### config.mk
export PLATFORM = sky130hd
export DESIGN_NAME = signed_radix_to_text
export DESIGN_NICKNAME = d
export VERILOG_FILES = /design/src/hdl/srt_pkg.sv /design/src/hdl/signed_radix_to_text.sv /design/src/hdl/srt_ram.sv /design/src/hdl/srt_ctrl.sv /design/src/hdl/srt_dp.sv
export SDC_FILE = /design/constraint.sdc
export NUM_CORES = 2
export LEC_CHECK = 0
export ABC_CLOCK_PERIOD_IN_PS = 17500
export BUFFER_PORTS_ARGS = -buffer_cell sky130_fd_sc_hd__buf_2
export CAP_MARGIN = 20
export CORE_ASPECT_RATIO = 0.7
export CORE_MARGIN = 5
export CORE_UTILIZATION = 60
export CTS_CLUSTER_SIZE = 20
export DETAILED_ROUTE_END_ITERATION = 10
export HOLD_SLACK_MARGIN = 0.05
export PLACE_DENSITY = 0.87
export SYNTH_ARGS = -nofsm -noshare
export SYNTH_HDL_FRONTEND = slang
export SYNTH_HIERARCHICAL = 1
export SYNTH_SLANG_ARGS = --single-unit
### constraint.sdc
create_clock -name clk -period 17.5 [get_ports clk]
set_clock_uncertainty 0.15 [all_clocks]
set_input_delay 0.875 -clock clk [delete_from_list [all_inputs] [get_ports clk]]
set_output_delay 0.875 -clock clk [all_outputs]
set_load 0.1 [all_outputs]
### src/hdl/srt_pkg.sv
package srt_pkg;

  localparam int DEF_MAX_SYMBOLS  = 16;
  localparam int DEF_NUMBER_WIDTH = 32;
  localparam int REG_SYMBOLS      = 16;
  localparam int DIV_BITS         = 8;
  localparam int CFG_INDEX_W      = 8;
  localparam int CFG_DATA_W       = 64;
  localparam int CHAR_W           = 8;

  localparam logic [CFG_INDEX_W-1:0] CFG_SYMBOLS_LOW  = 8'd0;
  localparam logic [CFG_INDEX_W-1:0] CFG_SYMBOLS_HIGH = 8'd1;

  localparam logic [CHAR_W-1:0] CHAR_PLUS  = 8'h2B;
  localparam logic [CHAR_W-1:0] CHAR_MINUS = 8'h2D;

  typedef enum logic [2:0] {
    ST_IDLE,
    ST_CHECK,
    ST_DIVIDE,
    ST_SIGN,
    ST_FETCH,
    ST_LOAD
  } srt_state_t;

  typedef struct packed {
    logic load_number;
    logic latch_base;
    logic div_step;
    logic emit_sign;
    logic read_digit;
    logic emit_digit;
  } srt_cmd_t;

  typedef struct packed {
    logic base_ok;
    logic step_last;
    logic quot_zero;
    logic neg;
    logic out_free;
    logic digit_last;
  } srt_status_t;

endpackage

### src/hdl/signed_radix_to_text.sv
// After a number is accepted, the alphabet is checked and the digits are divided out first.
// The shared divider produces each digit, 8 quotient bits a cycle.
// Then the sign is emitted and each digit is read from memory and loaded into the output, both held by output stalls.
// Reset clears the alphabet to all zero (invalid base), the controller to idle and
// the output register to empty.
module signed_radix_to_text #(
  parameter int MAX_SYMBOLS  = srt_pkg::DEF_MAX_SYMBOLS,
  parameter int NUMBER_WIDTH = srt_pkg::DEF_NUMBER_WIDTH
) (
  input  logic                            clk,
  input  logic                            rst,
  input  logic                            cfg_valid,
  output logic                            cfg_ready,
  input  logic [srt_pkg::CFG_INDEX_W-1:0] cfg_index,
  input  logic [srt_pkg::CFG_DATA_W-1:0]  cfg_data,
  input  logic                            in_valid,
  output logic                            in_stall,
  input  logic signed [NUMBER_WIDTH-1:0]  number,
  output logic                            out_valid,
  input  logic                            out_stall,
  output logic [srt_pkg::CHAR_W-1:0]      character,
  output logic                            last_char
);

  srt_pkg::srt_cmd_t    cmd;
  srt_pkg::srt_status_t status;

  srt_ctrl u_ctrl (
    .clk      (clk),
    .rst      (rst),
    .in_valid (in_valid),
    .in_stall (in_stall),
    .status   (status),
    .cmd      (cmd)
  );

  srt_dp #(
    .MAX_SYMBOLS  (MAX_SYMBOLS),
    .NUMBER_WIDTH (NUMBER_WIDTH)
  ) u_dp (
    .clk       (clk),
    .rst       (rst),
    .cfg_valid (cfg_valid),
    .cfg_ready (cfg_ready),
    .cfg_index (cfg_index),
    .cfg_data  (cfg_data),
    .number    (number),
    .out_valid (out_valid),
    .out_stall (out_stall),
    .character (character),
    .last_char (last_char),
    .cmd       (cmd),
    .status    (status)
  );

endmodule

### src/hdl/srt_ram.sv
module srt_ram #(
  parameter int WIDTH = 8,
  parameter int DEPTH = 32
) (
  input  logic                     clk,
  input  logic                     wr_en,
  input  logic [$clog2(DEPTH)-1:0] wr_addr,
  input  logic [WIDTH-1:0]         wr_data,
  input  logic                     rd_en,
  input  logic [$clog2(DEPTH)-1:0] rd_addr,
  output logic [WIDTH-1:0]         rd_data
);

  logic [WIDTH-1:0] mem [DEPTH];

  always_ff @(posedge clk) begin
    if (wr_en) begin
      mem[wr_addr] <= wr_data;
    end
    if (rd_en) begin
      rd_data <= mem[rd_addr];
    end
  end

endmodule

### src/hdl/srt_ctrl.sv
module srt_ctrl (
  input  logic                clk,
  input  logic                rst,
  input  logic                in_valid,
  output logic                in_stall,
  input  srt_pkg::srt_status_t status,
  output srt_pkg::srt_cmd_t    cmd
);

  srt_pkg::srt_state_t state, state_next;

  always_ff @(posedge clk) begin
    if (rst) begin
      state <= srt_pkg::ST_IDLE;
    end else begin
      state <= state_next;
    end
  end

  always_comb begin
    state_next = state;
    cmd        = '0;
    in_stall   = 1'b1;
    unique case (state)
      srt_pkg::ST_IDLE: begin
        in_stall = 1'b0;
        if (in_valid) begin
          cmd.load_number = 1'b1;
          state_next      = srt_pkg::ST_CHECK;
        end
      end
      srt_pkg::ST_CHECK: begin
        if (status.base_ok) begin
          cmd.latch_base = 1'b1;
          state_next     = srt_pkg::ST_DIVIDE;
        end else begin
          state_next = srt_pkg::ST_IDLE;
        end
      end
      srt_pkg::ST_DIVIDE: begin
        cmd.div_step = 1'b1;
        if (status.step_last && status.quot_zero) begin
          state_next = status.neg ? srt_pkg::ST_SIGN : srt_pkg::ST_FETCH;
        end
      end
      srt_pkg::ST_SIGN: begin
        if (status.out_free) begin
          cmd.emit_sign = 1'b1;
          state_next    = srt_pkg::ST_FETCH;
        end
      end
      srt_pkg::ST_FETCH: begin
        cmd.read_digit = 1'b1;
        state_next     = srt_pkg::ST_LOAD;
      end
      srt_pkg::ST_LOAD: begin
        if (status.out_free) begin
          cmd.emit_digit = 1'b1;
          state_next     = status.digit_last ? srt_pkg::ST_IDLE : srt_pkg::ST_FETCH;
        end
      end
      default: begin
        state_next = srt_pkg::ST_IDLE;
      end
    endcase
  end

  a_divide_needs_base: assert property (@(posedge clk) disable iff (rst)
    (state == srt_pkg::ST_DIVIDE && $past(state) == srt_pkg::ST_CHECK) |->
      $past(status.base_ok))
    else $error("division started on an invalid alphabet");

  a_load_after_fetch: assert property (@(posedge clk) disable iff (rst)
    (state == srt_pkg::ST_LOAD) |->
      ($past(state) == srt_pkg::ST_FETCH || $past(state) == srt_pkg::ST_LOAD))
    else $error("digit load without a preceding read");

endmodule

### src/hdl/srt_dp.sv
module srt_dp #(
  parameter int MAX_SYMBOLS  = srt_pkg::DEF_MAX_SYMBOLS,
  parameter int NUMBER_WIDTH = srt_pkg::DEF_NUMBER_WIDTH
) (
  input  logic                                 clk,
  input  logic                                 rst,
  input  logic                                 cfg_valid,
  output logic                                 cfg_ready,
  input  logic [srt_pkg::CFG_INDEX_W-1:0]      cfg_index,
  input  logic [srt_pkg::CFG_DATA_W-1:0]       cfg_data,
  input  logic signed [NUMBER_WIDTH-1:0]       number,
  output logic                                 out_valid,
  input  logic                                 out_stall,
  output logic [srt_pkg::CHAR_W-1:0]           character,
  output logic                                 last_char,
  input  srt_pkg::srt_cmd_t                    cmd,
  output srt_pkg::srt_status_t                 status
);

  localparam int LIMIT  = (MAX_SYMBOLS < srt_pkg::REG_SYMBOLS) ? MAX_SYMBOLS
                                                              : srt_pkg::REG_SYMBOLS;
  localparam int W      = $clog2(2 * LIMIT);
  localparam int IDX_W  = $clog2(LIMIT);
  localparam int STEPS  = (NUMBER_WIDTH + srt_pkg::DIV_BITS - 1) / srt_pkg::DIV_BITS;
  localparam int STEP_W = (STEPS > 1) ? $clog2(STEPS) : 1;
  localparam int NWP    = STEPS * srt_pkg::DIV_BITS;
  localparam int CNT_W  = $clog2(NUMBER_WIDTH + 1);
  localparam int AW     = $clog2(NUMBER_WIDTH);

  logic [srt_pkg::CFG_DATA_W-1:0] symbols_low;
  logic [srt_pkg::CFG_DATA_W-1:0] symbols_high;
  logic [srt_pkg::CHAR_W-1:0]     sym [LIMIT];
  logic [LIMIT-1:0]               in_len;
  logic                           bad;
  logic [W-1:0]                   base_len;
  logic [W-1:0]                   base;
  logic [W-1:0]                   rem;
  logic [W-1:0]                   rem_step;
  logic [NWP-1:0]                 dvd;
  logic [NWP-1:0]                 dvd_step;
  logic [STEP_W-1:0]              step_cnt;
  logic [CNT_W-1:0]               ndig;
  logic [CNT_W-1:0]               ndig_dec;
  logic [NUMBER_WIDTH-1:0]        raw;
  logic [NUMBER_WIDTH-1:0]        mag;
  logic                           neg;
  logic                           num_neg;
  logic                           out_free;
  logic                           digit_wr;
  logic [srt_pkg::CHAR_W-1:0]     rd_data;

  assign cfg_ready = 1'b1;

  always_ff @(posedge clk) begin
    if (rst) begin
      symbols_low  <= '0;
      symbols_high <= '0;
    end else if (cfg_valid) begin
      unique case (cfg_index)
        srt_pkg::CFG_SYMBOLS_LOW:  symbols_low  <= cfg_data;
        srt_pkg::CFG_SYMBOLS_HIGH: symbols_high <= cfg_data;
        default: begin
        end
      endcase
    end
  end

  always_comb begin
    for (int i = 0; i < LIMIT; i++) begin
      if (i < 8) begin
        sym[i] = symbols_low[8*(i%8) +: 8];
      end else begin
        sym[i] = symbols_high[8*(i%8) +: 8];
      end
    end
  end

  always_comb begin
    in_len[0] = (sym[0] != '0);
    for (int i = 1; i < LIMIT; i++) begin
      in_len[i] = in_len[i-1] && (sym[i] != '0);
    end
    bad = 1'b0;
    for (int i = 0; i < LIMIT; i++) begin
      if (in_len[i] && (sym[i] == srt_pkg::CHAR_PLUS || sym[i] == srt_pkg::CHAR_MINUS)) begin
        bad = 1'b1;
      end
      for (int j = i + 1; j < LIMIT; j++) begin
        if (in_len[j] && sym[j] == sym[i]) begin
          bad = 1'b1;
        end
      end
    end
    base_len = W'($countones(in_len));
  end

  always_comb begin
    rem_step = rem;
    dvd_step = dvd;
    for (int k = 0; k < srt_pkg::DIV_BITS; k++) begin
      rem_step = {rem_step[W-2:0], dvd_step[NWP-1]};
      dvd_step = {dvd_step[NWP-2:0], 1'b0};
      if (rem_step >= base) begin
        rem_step    = rem_step - base;
        dvd_step[0] = 1'b1;
      end
    end
  end

  assign raw      = number;
  assign neg      = raw[NUMBER_WIDTH-1];
  assign mag      = neg ? (~raw + 1'b1) : raw;
  assign ndig_dec = ndig - 1'b1;
  assign out_free = !out_valid || !out_stall;
  assign digit_wr = cmd.div_step && status.step_last;

  always_ff @(posedge clk) begin
    if (cmd.load_number) begin
      dvd      <= NWP'(mag);
      rem      <= '0;
      step_cnt <= '0;
      ndig     <= '0;
      num_neg  <= neg;
    end else if (cmd.div_step) begin
      dvd <= dvd_step;
      if (status.step_last) begin
        rem      <= '0;
        step_cnt <= '0;
        ndig     <= ndig + 1'b1;
      end else begin
        rem      <= rem_step;
        step_cnt <= step_cnt + 1'b1;
      end
    end else if (cmd.read_digit) begin
      ndig <= ndig_dec;
    end
    if (cmd.latch_base) begin
      base <= base_len;
    end
  end

  srt_ram #(
    .WIDTH (srt_pkg::CHAR_W),
    .DEPTH (NUMBER_WIDTH)
  ) u_digits (
    .clk     (clk),
    .wr_en   (digit_wr),
    .wr_addr (ndig[AW-1:0]),
    .wr_data (sym[rem_step[IDX_W-1:0]]),
    .rd_en   (cmd.read_digit),
    .rd_addr (ndig_dec[AW-1:0]),
    .rd_data (rd_data)
  );

  always_ff @(posedge clk) begin
    if (rst) begin
      out_valid <= 1'b0;
    end else if (cmd.emit_sign || cmd.emit_digit) begin
      out_valid <= 1'b1;
    end else if (!out_stall) begin
      out_valid <= 1'b0;
    end
  end

  always_ff @(posedge clk) begin
    if (cmd.emit_sign) begin
      character <= srt_pkg::CHAR_MINUS;
      last_char <= 1'b0;
    end else if (cmd.emit_digit) begin
      character <= rd_data;
      last_char <= (ndig == '0);
    end
  end

  assign status.base_ok    = (base_len >= W'(2)) && !bad;
  assign status.step_last  = (step_cnt == STEP_W'(STEPS - 1));
  assign status.quot_zero  = (dvd_step == '0);
  assign status.neg        = num_neg;
  assign status.out_free   = out_free;
  assign status.digit_last = (ndig == '0);

  a_rem_below_base: assert property (@(posedge clk) disable iff (rst)
    cmd.div_step |-> (rem < base))
    else $error("partial remainder reached the base");

  a_read_has_digit: assert property (@(posedge clk) disable iff (rst)
    cmd.read_digit |-> (ndig != '0))
    else $error("digit read from an empty stack");

  a_sign_after_digits: assert property (@(posedge clk) disable iff (rst)
    cmd.emit_sign |-> (ndig != '0))
    else $error("sign emitted before any digit was produced");

endmodule

==> results.toml <==
[run_status]
status = "finished, final reports clean"

[clocking]
cts_setup_buffers = 0
cts_tree = "done"
cts_root_buffer = "clkbuf_16"
hold_buffers = 0
h-tree-depth = 2
cts.clk_slew.worst_paths_ns = 0.06
cts.path.max_buffers = 3
cts_buffers = 45
clk_latency_ns = 0.63
clock-sinks = 455
cts_resized = 0

[sta]
maxSlewViolCount = 0
hold_violations = 0
finalCritPeriodShare_pct = 90.3
tns_ns = 0
hold_slack_ns = 0.314
tightest_slew_ns = 1.29
setup_violations = 0
relSlewSlack_pct = 13.9
setup_ws_ns = 1.70
fin_crit_ns = 15.80
rsz0062_at_grt = "false"
max_freq_ghz = 0.0633

[synth]
seq_area_frac_synth_pct = 35.9
synthesis.area_mm2 = 0.0338
syn_avg_cell_area_um2 = 9.76
synth_flop_cell = "edfxtp_1"
synthDistinctLibCells = 76
synth-edff-count = 302
synth-seq-cells = 455
synthCells = 3467
ys_warn_count = 6
async_reset_ff_share_pct = 0
synth.net_count = 3643

[grt]
grt_pass1_vias = 28116
grt_pass1_wl_um = 169000
grt_max_degree = 76
grt_overflow = 0
antenna_found_initial = 2
track_usage_pct = 35.5

[job]
max_cap_violations = 0

[die]
die-area_mm2 = 0.0613
fp-row-count = 72
die_y_um = 209
io-pin-count = 121
initial_core_util_pct = 60.9
core_area_mm2 = 0.0555
fp.dieW_um = 294

[layout]
fin_util_pct = 66.0
final_cell_mix = "xnor2_1, xor2_1, nand2_1"
fillers = 4093
final_nets = 3616
finalInstanceArea_mm2 = 0.0366
syn2layout_area_growth_pct = 8.26
layout-drive-gt1-share_pct = 14.6
final_common_cell = "xnor2_1"

[critical_path]
cp_max_fo = 32
crit_top_cell = "a21o_1"
cp-start-kind = "flip-flop"
cp-end-kind = "flip-flop"
worstPathArrival_ns = 15.97
slowest_delay_ns = 0.95
cp_slowest_cell = "a221oi_4"
crit_type = "flip-flop to flip-flop"
r2r_cells = 61
r2r_slack_ns = 1.70
critPathRequiredTime_ns = 17.68

[placement]
gp_congestion = 1.06
post_dp_cell_area_mm2 = 0.0349
hpwl_um = 69600
pre_cts_ws_ns = 2.05
io_buffers = 119

[drt]
ant_nets = 0
vias = 28978
avgRoutedWirePerCell_um = 27.0
routed_wirelength_um = 114000
drtIter0Drc = 5298
remaining_drc_errors = 0
first_pass_iters = 9
vias_per_cell = 6.87

[worst_hold_path]
hp-class = "flip-flop to flip-flop"
hold_depth = 2

[pwr]
p_leak_nw = 15.7
max-vdd-ir-drop_mv = 0.201
p_per_area_mw_per_mm2 = 136
-- worst max-delay path: cells and delay by family, from the launching register on --
kind | cells | cell delay, ns
buf+inv | 4 | 0.92
mux | 6 | 1.84
compound gates | 31 | 7.49
simple gates | 12 | 2.06
flops | 1 | 0.47
fa+ha+maj | 8 | 2.57
-- path summary, 6_finish.rpt --
path                                     start                            endpoint
max                     u_dp/base[1]$_DFFE_PP_  u_dp/u_digits/mem[30][6]$_DFFE_PP_
min          u_dp/symbols_low[34]$_SDFFE_PP0P_   u_dp/symbols_low[34]$_SDFFE_PP0P_
max reg2reg             u_dp/base[1]$_DFFE_PP_  u_dp/u_digits/mem[30][6]$_DFFE_PP_
min reg2reg  u_dp/symbols_low[34]$_SDFFE_PP0P_   u_dp/symbols_low[34]$_SDFFE_PP0P_
-- kinds of logic after synthesis --
| logic type | Yosys count | synth area share, % |
|---|---|---|
| other | 1 | 0.0111 |
| buffers and inverters | 400 | 5.45 |
| muxes | 194 | 8.90 |
| AOI/OAI and AO/OA | 386 | 6.63 |
| xor gates and xnor gates | 1029 | 26.6 |
| adders and majority gates | 67 | 2.86 |
| and+or+nand+nor | 935 | 13.6 |
| DFF | 455 | 35.9 |
-- through the flow --
stage	power, W	std cells
final	0.00499	4218
after global placement	0.00376	4124
after CTS	0.00491	4207
after global routing	0.00517	4216
after detailed placement	0.00386	4124
after floorplan	0.00323	3467
-- final cells by class --
cell class | count | area, um2 | share of cell area (%)
well taps | 740 | 926 | 2.53
multi-input cells | 2612 | 20000 | 54.5
clock buffers | 55 | 1220 | 3.34
flip-flops and latches | 455 | 12100 | 33.1
clock inverters | 28 | 379 | 1.04
repair buffers | 276 | 1800 | 4.93
diodes | 2 | 5.00 | 0.0137
inverters | 50 | 193 | 0.526
-- power breakdown --
group	internal (W)	switching (W)
combinational	0.000781	0.00138
clock	0.000597	0.000455
sequential	0.00172	0.0000591
-- cell usage after synthesis (32+ instances only) --
| master | count | share of area, % |
|---|---|---|
| ha_1 | 50 | 1.8 |
| mux2_2 | 35 | 1.2 |
| dfxtp_1 | 153 | 9.1 |
| buf_2 | 181 | 2.7 |
| nor2_1 | 161 | 1.8 |
| o21ai_0 | 35 | 0.52 |
| nand2_1 | 329 | 3.7 |
| xnor2_1 | 530 | 14 |
| edfxtp_1 | 302 | 27 |
| xor2_1 | 499 | 13 |
| nor4_1 | 128 | 2.4 |
| nor3_1 | 52 | 0.77 |
| inv_1 | 47 | 0.52 |
| buf_1 | 65 | 0.72 |
| o22ai_1 | 32 | 0.59 |
| mux4_2 | 80 | 5.3 |
| clkbuf_1 | 80 | 0.89 |
| mux2i_1 | 64 | 1.9 |
| a21oi_1 | 221 | 3.3 |
| nand4_1 | 135 | 2.5 |
-- state kept, by name, indices dropped and copies added (netlist names) --
signal / count
u_dp/rem: 4
u_dp/step_cnt: 2
u_dp/ndig: 6
u_dp/u_digits/rd_data: 8
u_dp/character: 8
u_dp/symbols_low: 64
u_dp/dvd: 32
u_dp/num_neg: 1
u_dp/out_valid: 1
u_dp/last_char: 1
u_dp/u_digits/mem: 256
u_dp/symbols_high: 64
u_dp/base: 5
u_ctrl/state: 3
-- layer usage --
metal	track usage (%)	vias up	part of all wire, %
met2	49.9	2666	40
met4	19.2	2	7.4
met5	0	-	0.011
met3	14.5	838	17
li1	-	11954	-
met1	46.8	13518	35
Note: power is estimated with default switching activity, not from simulation.
